$ cat src/rtl/core/skewed_glyph_bit_expander_core_macros.svh
// Assertion macros shared by the glyph expander RTL.
// Included by the files that carry concurrent checks; no other dependencies.
`ifndef SKEWED_GLYPH_BIT_EXPANDER_CORE_MACROS_SVH
`define SKEWED_GLYPH_BIT_EXPANDER_CORE_MACROS_SVH

// Check that a condition implies another in the same cycle.
`define SGBE_ASSERT_SAME(label, clk, rst_n, ante, cons, msg) \
  label: assert property (@(posedge clk) disable iff (!rst_n) (ante) |-> (cons)) \
    else $error(msg);

// Check that a condition implies another in the next cycle.
`define SGBE_ASSERT_NEXT(label, clk, rst_n, ante, cons, msg) \
  label: assert property (@(posedge clk) disable iff (!rst_n) (ante) |=> (cons)) \
    else $error(msg);

`endif

$ cat src/rtl/core/sgbe_pkg.sv
// Shared types and constants of the glyph bit expander.
// No dependencies; imported by every module of the block.
package sgbe_pkg;

  // Sizing defaults
  localparam int SGBE_MAX_ROW_BYTES = 31;
  localparam int SGBE_QUEUE_DEPTH   = 2;

  // Configuration register indexes
  typedef enum logic [2:0] {
    REG_GLYPH_WIDTH  = 3'd0,
    REG_GLYPH_HEIGHT = 3'd1,
    REG_SKEW_PERIOD  = 3'd2,
    REG_CLIP_ENABLE  = 3'd3,
    REG_CLIP_LEFT    = 3'd4,
    REG_CLIP_TOP     = 3'd5,
    REG_CLIP_RIGHT   = 3'd6,
    REG_CLIP_BOTTOM  = 3'd7
  } sgbe_reg_idx_t;

  // Register reset values
  localparam logic [7:0]  RST_GLYPH_WIDTH  = 8'd8;
  localparam logic [7:0]  RST_GLYPH_HEIGHT = 8'd8;
  localparam logic [7:0]  RST_SKEW_PERIOD  = 8'd0;
  localparam logic        RST_CLIP_ENABLE  = 1'b0;
  localparam logic [15:0] RST_CLIP_LEFT    = 16'h0000;
  localparam logic [15:0] RST_CLIP_TOP     = 16'h0000;
  localparam logic [15:0] RST_CLIP_RIGHT   = 16'h7FFF;
  localparam logic [15:0] RST_CLIP_BOTTOM  = 16'h7FFF;

  // Configuration register file contents
  typedef struct packed {
    logic [7:0]         glyph_width;
    logic [7:0]         glyph_height;
    logic [7:0]         skew_period;
    logic               clip_enable;
    logic signed [15:0] clip_left;
    logic signed [15:0] clip_top;
    logic signed [15:0] clip_right;
    logic signed [15:0] clip_bottom;
  } sgbe_cfg_t;

  // One classified byte request between front and back
  typedef struct packed {
    logic signed [17:0] x;
    logic signed [16:0] y;
    logic [7:0]         bits;
    logic [31:0]        color;
    logic               done;
    logic               rejected;
  } sgbe_item_t;

endpackage

$ cat src/rtl/core/sgbe_front.sv
// Front end: tracks glyph row/byte position, skew and rejection per request.
// Depends on sgbe_pkg; feeds sgbe_queue.
module sgbe_front import sgbe_pkg::*; #(
  parameter int MAX_ROW_BYTES = SGBE_MAX_ROW_BYTES
) (
  input  logic               clk,
  input  logic               rst_n,
  input  sgbe_cfg_t          cfg,
  input  logic               push_i,
  input  logic [7:0]         glyph_byte_i,
  input  logic               first_byte_i,
  input  logic signed [15:0] origin_x_i,
  input  logic signed [15:0] origin_y_i,
  input  logic [31:0]        pen_color_i,
  output sgbe_item_t         item_o
);

  logic [7:0]  row_index_r,     row_index_nxt;
  logic [4:0]  byte_in_row_r,   byte_in_row_nxt;
  logic [16:0] row_start_x_r,   row_start_x_nxt;
  logic [16:0] current_y_r,     current_y_nxt;
  logic [8:0]  next_skew_row_r, next_skew_row_nxt;
  logic        glyph_rejected_r, glyph_rejected_nxt;
  logic [31:0] latched_color_r, latched_color_nxt;

  logic [7:0]  eff_row;
  logic [4:0]  eff_byte;
  logic [16:0] eff_rsx, skew_rsx, eff_y;
  logic [8:0]  eff_nsr, skew_nsr;
  logic        eff_rej, skew_now, reject_now;
  logic [31:0] eff_color;
  logic [8:0]  width_sum;
  logic [5:0]  bpr_raw, bpr;
  logic [7:0]  hgt;
  logic        row_end, glyph_end;

  // Rejection test against the clip window on the first byte
  always_comb begin
    reject_now = cfg.clip_enable && (
      (origin_x_i > cfg.clip_right) ||
      (origin_y_i > cfg.clip_bottom) ||
      ($signed({{2{origin_x_i[15]}}, origin_x_i}) + $signed({10'b0, cfg.glyph_width})
        < $signed({{2{cfg.clip_left[15]}}, cfg.clip_left})) ||
      ($signed({{2{origin_y_i[15]}}, origin_y_i}) + $signed({10'b0, cfg.glyph_height})
        < $signed({{2{cfg.clip_top[15]}}, cfg.clip_top})));
  end

  // Pick latched or fresh glyph state, then apply skew at a skew row start
  always_comb begin
    eff_row   = first_byte_i ? 8'd0 : row_index_r;
    eff_byte  = first_byte_i ? 5'd0 : byte_in_row_r;
    eff_rsx   = first_byte_i ? {origin_x_i[15], origin_x_i} : row_start_x_r;
    eff_y     = first_byte_i ? {origin_y_i[15], origin_y_i} : current_y_r;
    eff_nsr   = first_byte_i ? {1'b0, cfg.skew_period} : next_skew_row_r;
    eff_rej   = first_byte_i ? reject_now : glyph_rejected_r;
    eff_color = first_byte_i ? pen_color_i : latched_color_r;

    skew_now = (eff_byte == 5'd0) && (cfg.skew_period != 8'd0) && (eff_row != 8'd0) &&
               ({1'b0, eff_row} == eff_nsr);
    skew_rsx = skew_now ? eff_rsx - 17'd1 : eff_rsx;
    skew_nsr = skew_now ? eff_nsr + {1'b0, cfg.skew_period} : eff_nsr;
  end

  // Row length and glyph height limits
  always_comb begin
    width_sum = {1'b0, cfg.glyph_width} + 9'd7;
    bpr_raw   = width_sum[8:3];
    priority if (bpr_raw == 6'd0) begin
      bpr = 6'd1;
    end else if (bpr_raw > 6'(MAX_ROW_BYTES)) begin
      bpr = 6'(MAX_ROW_BYTES);
    end else begin
      bpr = bpr_raw;
    end
    hgt       = (cfg.glyph_height == 8'd0) ? 8'd1 : cfg.glyph_height;
    row_end   = ({1'b0, eff_byte} + 6'd1) >= bpr;
    glyph_end = row_end && (({1'b0, eff_row} + 9'd1) >= {1'b0, hgt});
  end

  // Advance counters past this byte
  always_comb begin
    row_start_x_nxt    = skew_rsx;
    glyph_rejected_nxt = eff_rej;
    latched_color_nxt  = eff_color;
    byte_in_row_nxt    = row_end ? 5'd0 : eff_byte + 5'd1;
    current_y_nxt      = row_end ? eff_y + 17'd1 : eff_y;
    priority if (glyph_end) begin
      row_index_nxt     = 8'd0;
      next_skew_row_nxt = {1'b0, cfg.skew_period};
    end else if (row_end) begin
      row_index_nxt     = eff_row + 8'd1;
      next_skew_row_nxt = skew_nsr;
    end else begin
      row_index_nxt     = eff_row;
      next_skew_row_nxt = skew_nsr;
    end
  end

  // Build the request handed to the queue
  always_comb begin
    item_o.x        = $signed({skew_rsx[16], skew_rsx}) + $signed({10'b0, eff_byte, 3'b000});
    item_o.y        = $signed(eff_y);
    item_o.bits     = glyph_byte_i;
    item_o.color    = eff_color;
    item_o.done     = glyph_end;
    item_o.rejected = eff_rej;
  end

  // Hold glyph state between accepted bytes
  always_ff @(posedge clk) begin
    if (!rst_n) begin
      row_index_r      <= '0;
      byte_in_row_r    <= '0;
      row_start_x_r    <= '0;
      current_y_r      <= '0;
      next_skew_row_r  <= '0;
      glyph_rejected_r <= 1'b0;
      latched_color_r  <= '0;
    end else if (push_i) begin
      row_index_r      <= row_index_nxt;
      byte_in_row_r    <= byte_in_row_nxt;
      row_start_x_r    <= row_start_x_nxt;
      current_y_r      <= current_y_nxt;
      next_skew_row_r  <= next_skew_row_nxt;
      glyph_rejected_r <= glyph_rejected_nxt;
      latched_color_r  <= latched_color_nxt;
    end
  end

endmodule

$ cat src/rtl/core/sgbe_queue.sv
// Short request queue between the front end and the span back end.
// Depends on sgbe_pkg and the shared assertion macros.
`include "skewed_glyph_bit_expander_core_macros.svh"
module sgbe_queue import sgbe_pkg::*; #(
  parameter int DEPTH = SGBE_QUEUE_DEPTH
) (
  input  logic       clk,
  input  logic       rst_n,
  input  logic       push_i,
  input  sgbe_item_t push_item_i,
  output logic       full_o,
  input  logic       pop_i,
  output logic       empty_o,
  output sgbe_item_t head_o
);

  localparam int PTR_W = (DEPTH > 1) ? $clog2(DEPTH) : 1;
  localparam int CNT_W = $clog2(DEPTH + 1);

  sgbe_item_t        entries_r [DEPTH];
  logic [PTR_W-1:0]  wr_ptr_r, wr_ptr_nxt;
  logic [PTR_W-1:0]  rd_ptr_r, rd_ptr_nxt;
  logic [CNT_W-1:0]  count_r, count_nxt;

  assign full_o  = (count_r == CNT_W'(DEPTH));
  assign empty_o = (count_r == '0);
  assign head_o  = entries_r[rd_ptr_r];

  // Advance pointers with wrap at the last entry
  always_comb begin
    wr_ptr_nxt = wr_ptr_r;
    rd_ptr_nxt = rd_ptr_r;
    if (push_i) begin
      wr_ptr_nxt = (wr_ptr_r == PTR_W'(DEPTH - 1)) ? '0 : wr_ptr_r + 1'b1;
    end
    if (pop_i) begin
      rd_ptr_nxt = (rd_ptr_r == PTR_W'(DEPTH - 1)) ? '0 : rd_ptr_r + 1'b1;
    end
    unique case ({push_i, pop_i})
      2'b10:   count_nxt = count_r + 1'b1;
      2'b01:   count_nxt = count_r - 1'b1;
      default: count_nxt = count_r;
    endcase
  end

  always_ff @(posedge clk) begin
    if (!rst_n) begin
      wr_ptr_r <= '0;
      rd_ptr_r <= '0;
      count_r  <= '0;
    end else begin
      wr_ptr_r <= wr_ptr_nxt;
      rd_ptr_r <= rd_ptr_nxt;
      count_r  <= count_nxt;
    end
  end

  // Store pushed requests
  always_ff @(posedge clk) begin
    if (push_i) begin
      entries_r[wr_ptr_r] <= push_item_i;
    end
  end

  `SGBE_ASSERT_SAME(a_cnt_bound, clk, rst_n, 1'b1, count_r <= CNT_W'(DEPTH), "queue overfilled")
  `SGBE_ASSERT_SAME(a_no_pop_empty, clk, rst_n, pop_i, !empty_o, "pop from empty queue")
  `SGBE_ASSERT_SAME(a_no_push_full, clk, rst_n, push_i, !full_o, "push into full queue")
  `SGBE_ASSERT_NEXT(a_cnt_up, clk, rst_n, push_i && !pop_i, count_r == $past(count_r) + 1'b1, "count did not rise")

endmodule

$ cat src/rtl/core/sgbe_back.sv
// Back end: clips the queued span against the window and holds the result.
// Depends on sgbe_pkg; drains sgbe_queue.
module sgbe_back import sgbe_pkg::*; (
  input  logic               clk,
  input  logic               rst_n,
  input  sgbe_cfg_t          cfg,
  input  logic               empty_i,
  input  sgbe_item_t         head_i,
  output logic               pop_o,
  output logic               out_valid,
  input  logic               out_ready,
  output logic signed [16:0] out_span_x,
  output logic signed [16:0] out_span_y,
  output logic [7:0]         out_pixel_mask,
  output logic [31:0]        out_span_color,
  output logic               out_glyph_done
);

  logic               out_valid_r;
  logic signed [16:0] span_x_r, span_y_r;
  logic [7:0]         mask_r, mask_nxt;
  logic [31:0]        color_r;
  logic               done_r;
  logic signed [17:0] cl_ext, cr_ext;
  logic signed [16:0] ct_ext, cb_ext;
  logic               row_in;
  logic signed [17:0] px [8];

  assign pop_o = !empty_i && (!out_valid_r || out_ready);

  // Mask each pixel against the clip window
  always_comb begin
    cl_ext = $signed({{2{cfg.clip_left[15]}}, cfg.clip_left});
    cr_ext = $signed({{2{cfg.clip_right[15]}}, cfg.clip_right});
    ct_ext = $signed({cfg.clip_top[15], cfg.clip_top});
    cb_ext = $signed({cfg.clip_bottom[15], cfg.clip_bottom});
    row_in = (head_i.y >= ct_ext) && (head_i.y <= cb_ext);
    for (int k = 0; k < 8; k++) begin
      px[k] = head_i.x + $signed({15'b0, 3'(k)});
      mask_nxt[7-k] = head_i.bits[7-k] && !head_i.rejected &&
                      (!cfg.clip_enable || (row_in && px[k] >= cl_ext && px[k] <= cr_ext));
    end
  end

  // Hold the result until taken
  always_ff @(posedge clk) begin
    if (!rst_n) begin
      out_valid_r <= 1'b0;
    end else if (pop_o) begin
      out_valid_r <= 1'b1;
    end else if (out_ready) begin
      out_valid_r <= 1'b0;
    end
  end

  always_ff @(posedge clk) begin
    if (pop_o) begin
      span_x_r <= head_i.x[16:0];
      span_y_r <= head_i.y;
      mask_r   <= mask_nxt;
      color_r  <= head_i.color;
      done_r   <= head_i.done;
    end
  end

  assign out_valid      = out_valid_r;
  assign out_span_x     = span_x_r;
  assign out_span_y     = span_y_r;
  assign out_pixel_mask = mask_r;
  assign out_span_color = color_r;
  assign out_glyph_done = done_r;

endmodule

$ cat src/rtl/core/skewed_glyph_bit_expander_core.sv
// Top level of the skewed glyph bit expander: register file, front, queue, back.
// Depends on sgbe_pkg, sgbe_front, sgbe_queue and sgbe_back.
//
//   port group | direction | handshake           | payload
//   in_        | request   | in_valid/in_ready   | glyph_byte, first_byte, origin, pen_color
//   out_       | result    | out_valid/out_ready | span_x, span_y, pixel_mask, color, done
//   cfg_       | write     | cfg_write_en        | cfg_index, cfg_data
//
// One byte request per cycle sustained while out_ready stays high; each result
// is written into a queue entry and then loaded into the output register.
// Synchronous active-low reset clears the glyph counters, the queue and the
// register file to its defaults. A stalled output backs up the queue, and
// in_ready drops only once the queue is full.
module skewed_glyph_bit_expander_core import sgbe_pkg::*; #(
  parameter int MAX_ROW_BYTES = SGBE_MAX_ROW_BYTES,
  parameter int QUEUE_DEPTH   = SGBE_QUEUE_DEPTH
) (
  input  logic               clk,
  input  logic               rst_n,
  input  logic               cfg_write_en,
  input  logic [2:0]         cfg_index,
  input  logic [15:0]        cfg_data,
  input  logic               in_valid,
  output logic               in_ready,
  input  logic [7:0]         in_glyph_byte,
  input  logic               in_first_byte,
  input  logic signed [15:0] in_origin_x,
  input  logic signed [15:0] in_origin_y,
  input  logic [31:0]        in_pen_color,
  output logic               out_valid,
  input  logic               out_ready,
  output logic signed [16:0] out_span_x,
  output logic signed [16:0] out_span_y,
  output logic [7:0]         out_pixel_mask,
  output logic [31:0]        out_span_color,
  output logic               out_glyph_done
);

  sgbe_cfg_t  cfg_r;
  sgbe_item_t push_item, head_item;
  logic       push, pop, q_full, q_empty;

  // Write configuration registers
  always_ff @(posedge clk) begin
    if (!rst_n) begin
      cfg_r.glyph_width  <= RST_GLYPH_WIDTH;
      cfg_r.glyph_height <= RST_GLYPH_HEIGHT;
      cfg_r.skew_period  <= RST_SKEW_PERIOD;
      cfg_r.clip_enable  <= RST_CLIP_ENABLE;
      cfg_r.clip_left    <= RST_CLIP_LEFT;
      cfg_r.clip_top     <= RST_CLIP_TOP;
      cfg_r.clip_right   <= RST_CLIP_RIGHT;
      cfg_r.clip_bottom  <= RST_CLIP_BOTTOM;
    end else if (cfg_write_en) begin
      unique case (sgbe_reg_idx_t'(cfg_index))
        REG_GLYPH_WIDTH:  cfg_r.glyph_width  <= cfg_data[7:0];
        REG_GLYPH_HEIGHT: cfg_r.glyph_height <= cfg_data[7:0];
        REG_SKEW_PERIOD:  cfg_r.skew_period  <= cfg_data[7:0];
        REG_CLIP_ENABLE:  cfg_r.clip_enable  <= cfg_data[0];
        REG_CLIP_LEFT:    cfg_r.clip_left    <= cfg_data;
        REG_CLIP_TOP:     cfg_r.clip_top     <= cfg_data;
        REG_CLIP_RIGHT:   cfg_r.clip_right   <= cfg_data;
        REG_CLIP_BOTTOM:  cfg_r.clip_bottom  <= cfg_data;
        default:          cfg_r <= cfg_r;
      endcase
    end
  end

  // Accept a request whenever the queue has room
  assign in_ready = !q_full;
  assign push     = in_valid && in_ready;

  sgbe_front #(
    .MAX_ROW_BYTES(MAX_ROW_BYTES)
  ) u_front (
    .clk          (clk),
    .rst_n        (rst_n),
    .cfg          (cfg_r),
    .push_i       (push),
    .glyph_byte_i (in_glyph_byte),
    .first_byte_i (in_first_byte),
    .origin_x_i   (in_origin_x),
    .origin_y_i   (in_origin_y),
    .pen_color_i  (in_pen_color),
    .item_o       (push_item)
  );

  sgbe_queue #(
    .DEPTH(QUEUE_DEPTH)
  ) u_queue (
    .clk         (clk),
    .rst_n       (rst_n),
    .push_i      (push),
    .push_item_i (push_item),
    .full_o      (q_full),
    .pop_i       (pop),
    .empty_o     (q_empty),
    .head_o      (head_item)
  );

  sgbe_back u_back (
    .clk            (clk),
    .rst_n          (rst_n),
    .cfg            (cfg_r),
    .empty_i        (q_empty),
    .head_i         (head_item),
    .pop_o          (pop),
    .out_valid      (out_valid),
    .out_ready      (out_ready),
    .out_span_x     (out_span_x),
    .out_span_y     (out_span_y),
    .out_pixel_mask (out_pixel_mask),
    .out_span_color (out_span_color),
    .out_glyph_done (out_glyph_done)
  );

endmodule
$ cat config.mk
export PLATFORM = sky130hd
export DESIGN_NAME = skewed_glyph_bit_expander_core
export DESIGN_NICKNAME = d
export VERILOG_FILES = /design/src/rtl/core/sgbe_pkg.sv /design/src/rtl/core/sgbe_front.sv /design/src/rtl/core/sgbe_queue.sv /design/src/rtl/core/sgbe_back.sv /design/src/rtl/core/skewed_glyph_bit_expander_core.sv
export VERILOG_INCLUDE_DIRS = /design/src /design/src/rtl/core
export SDC_FILE = /design/constraint.sdc
export NUM_CORES = 1
export LEC_CHECK = 0
export BUFFER_PORTS_ARGS = -buffer_cell sky130_fd_sc_hd__buf_2
export CAP_MARGIN = 20
export CORE_UTILIZATION = 57
export CTS_CLUSTER_DIAMETER = 120
export DETAILED_ROUTE_END_ITERATION = 8
export PLACE_DENSITY = 0.82
export REMOVE_ABC_BUFFERS = 1
export SLEW_MARGIN = 10
export SYNTH_ARGS = -nofsm -noshare
export SYNTH_HDL_FRONTEND = slang
export SYNTH_SLANG_ARGS = --single-unit
export TNS_END_PERCENT = 30
$ cat constraint.sdc
create_clock -name clk -period 5.6 [get_ports clk]
set_clock_uncertainty 0.1 [all_clocks]
set_input_delay 1.4 -clock clk [delete_from_list [all_inputs] [get_ports clk]]
set_output_delay 1.4 -clock clk [all_outputs]
set_load 0.05 [all_outputs]
==> flow_metrics.py <==
metrics = {
    "clock_network": {
        "cts_max_path_buffers": 3,
        "post_cts_buffers": 0,
        "ctsHoldBuffers": 0,
        "cts_tree": "built",
        "h-tree-depth": 2,
        "cts_root_buffer": "clkbuf_16",
        "cts_resized": 0,
        "cts_buffers": 45,
        "clkSlewWorstSetupHoldPaths_ps": 60,
        "numClockSinks": 413,
        "worstSkewPairLatency_ps": 590,
    },
    "routing": {
        "routedWlPerCell_um": 24.0,
        "drtAntennaViolNets": 0,
        "vias": 24700,
        "drcViolationCount": 0,
        "via_per_inst": 6.35,
        "firstDrtPassIters": 5,
        "drt-initial-drc-count": 2145,
        "finalWirelength_um": 93600,
    },
    "worst_setup_path": {
        "end_kind": "register",
        "required_ps": 5880,
        "arrival_ps": 5330,
        "path_max_fanout": 15,
        "crit_type": "register to register",
        "start_kind": "register",
    },
    "floorplan": {
        "start_util_pct": 58.3,
        "dieArea_mm2": 0.0514,
        "die_h_um": 227,
        "placeableCoreArea_mm2": 0.0494,
        "io_pins": 174,
        "die_x_um": 227,
        "std_cell_rows": 81,
    },
    "grt": {
        "grt_use_total_pct": 36.4,
        "grt_max_degree": 92,
        "overflow": 0,
        "grt_pass1_vias": 24400,
        "grt_pass1_wl_um": 141000,
        "antenna_found_initial": 9,
    },
    "yosys": {
        "synthCells": 2994,
        "synth_top_cell_by_area": "edfxtp_1",
        "synth_area_per_cell_um2": 9.61,
        "synthArstFlopShare_pct": 0,
        "synth_edf_count": 229,
        "synth.area.top_cells": "edfxtp_1 (24%), ha_1 (18%), dfxtp_1 (13%), nand2_1 (5.0%), xnor2_1 (4.5%)",
        "synth_seq_cells": 413,
        "syn_area_mm2": 0.0288,
        "synth.most_common_cell": "ha_1",
        "ys_seq_area_share_pct": 36.7,
        "ys_warn_count": 0,
        "synth.distinct_cells": 85,
        "synth_top_area_share_pct": 23.9,
        "ys.flop_type": "edfxtp_1",
        "synthTopCellsByCount": "ha_1 (425), nand2_1 (387), a21oi_1 (242), edfxtp_1 (229), dfxtp_1 (184)",
    },
    "flow_run": {
        "max_cap_viol_count": 0,
    },
    "placed_design": {
        "numPortBuffers": 173,
        "placed_cell_area_mm2": 0.0307,
        "dpl.hpwl_um": 69300,
        "routabilityCongestion": 1.05,
    },
    "cells_and_area": {
        "final_area_mm2": 0.0321,
        "finish.utilization_pct": 65.0,
        "area_growth_syn_to_layout_pct": 11.5,
        "drive_above_1_share_pct": 14.0,
        "nFillCells": 3992,
        "num-nets-final": 3721,
    },
    "power": {
        "vdd_drop_max_mv": 0.379,
        "p_per_area_mw_per_mm2": 403,
        "total_leakage_power_nw": 13.6,
    },
    "outcome": {
        "status": "finished, final reports clean",
    },
    "timing": {
        "worst_slew_pin_slew_ps": 1190,
        "fin_crit_sh_pct": 90.1,
        "rsz0062_at_grt": "false",
        "hold_violations": 0,
        "setup_viol": 0,
        "clock.fmax_mhz": 198,
        "maxSlewHeadroom_pct": 20.5,
        "finalCriticalPeriod_ps": 5050,
        "drv_slew": 0,
    },
    "worst_hold_path": {
        "hold_class": "register to register",
    },
}
cell families after synthesis:
| kind of cell | Yosys count | synth area share, % |
|---|---|---|
| mux | 145 | 5.47 |
| xor+xnor | 188 | 5.79 |
| other cells | 1 | 0.0130 |
| fa+ha+maj | 429 | 18.8 |
| flops | 413 | 36.7 |
| buf+inv | 268 | 3.65 |
| simple gates | 904 | 15.0 |
| compound gates | 646 | 14.6 |
cell usage in the layout, fill, tap and decap left out, types with 131 or more instances in the layout:
cell / synthesis / layout
a21o_1: 131 / 131
a21oi_1: 242 / 242
ha_1: 425 / 425
inv_1: 157 / 157
dfxtp_1: 184 / 183
edfxtp_1: 229 / 229
buf_2: 14 / 172
nor2_1: 143 / 138
nand2_1: 387 / 387
xnor2_1: 148 / 148
state kept, by name (all words and copies together) (netlist names), named ones only:
name / count
u_back.out_glyph_done: 1
u_front.next_skew_row_r: 9
u_back.out_pixel_mask: 8
u_queue.entries_r: 154
u_queue.count_r: 2
u_back.out_span_y: 17
u_front.byte_in_row_r: 5
u_front.latched_color_r: 32
u_front.row_start_x_r: 17
u_back.out_valid: 1
u_queue.wr_ptr_r: 1
u_queue.rd_ptr_r: 1
u_front.glyph_rejected_r: 1
u_back.out_span_x: 17
u_back.out_span_color: 32
cfg_r: 89
u_front.current_y_r: 17
u_front.row_index_r: 8
layout make-up:
| type | count | area [µm²] | share of cell area [%] |
|---|---|---|---|
| multi-input combinational | 2313 | 17200 | 53.6 |
| sequential | 413 | 10600 | 32.9 |
| tap | 664 | 831 | 2.59 |
| clock inverter | 20 | 163 | 0.507 |
| antenna | 2 | 5.00 | 0.0156 |
| clock buffer | 63 | 1210 | 3.78 |
| inverter | 171 | 644 | 2.01 |
| timing repair buffer | 251 | 1480 | 4.61 |
where the power goes:
part / internal [mW] / leakage (nW) / switching [mW] / total, mW
combinational: 1.96 / 9.24 / 4.03 / 5.99
sequential: 3.90 / 3.68 / 0.198 / 4.10
clock: 1.58 / 0.667 / 1.26 / 2.84
final timing paths:
path              slack, ps  startpoint                  endpoint  cells past startpoint
setup / recovery        550    register  u_back.out_pixel_mask[6]                     13
hold / removal          350   cfg_r[49]                 cfg_r[49]                      2
setup reg to reg        550    register  u_back.out_pixel_mask[6]                     13
hold reg to reg         350   cfg_r[49]                 cfg_r[49]                      2
per-layer routing:
layer,share of wire [%],track usage [%]
met5,0.099,0
met4,6.5,21.6
met3,7.7,6.30
met2,46,59.1
met1,40,45.3
worst max-delay path, stage by stage (launching register included):
cell	delay, ps
dfxtp_4	510
mux2i_1	330
or2_2	410
nor3_1	590
nand3_1	240
nor2_1	310
nand2_1	130
xnor2_1	180
ha_1	330
nand3_1	240
a21oi_1	650
o211ai_1	210
a211o_1	310
a221oi_1	280
per-stage QoR:
stage | cells | power, mW | hold WS, ps | setup slack, ps | TNS, ps
global route | 3895 | 13.5 | 366 | 202 | 0
CTS | 3893 | 12.8 | 354 | 605 | 0
detailed placement | 3810 | 10.0 | 347 | 110 | 0
global placement | 3809 | 9.77 | 339 | 205 | 0
finish | 3897 | 12.9 | 355 | 552 | 0
floorplan | 2897 | 8.14 | 329 | -2100 | -163800
Note: power is estimated with default switching activity, not from simulation.
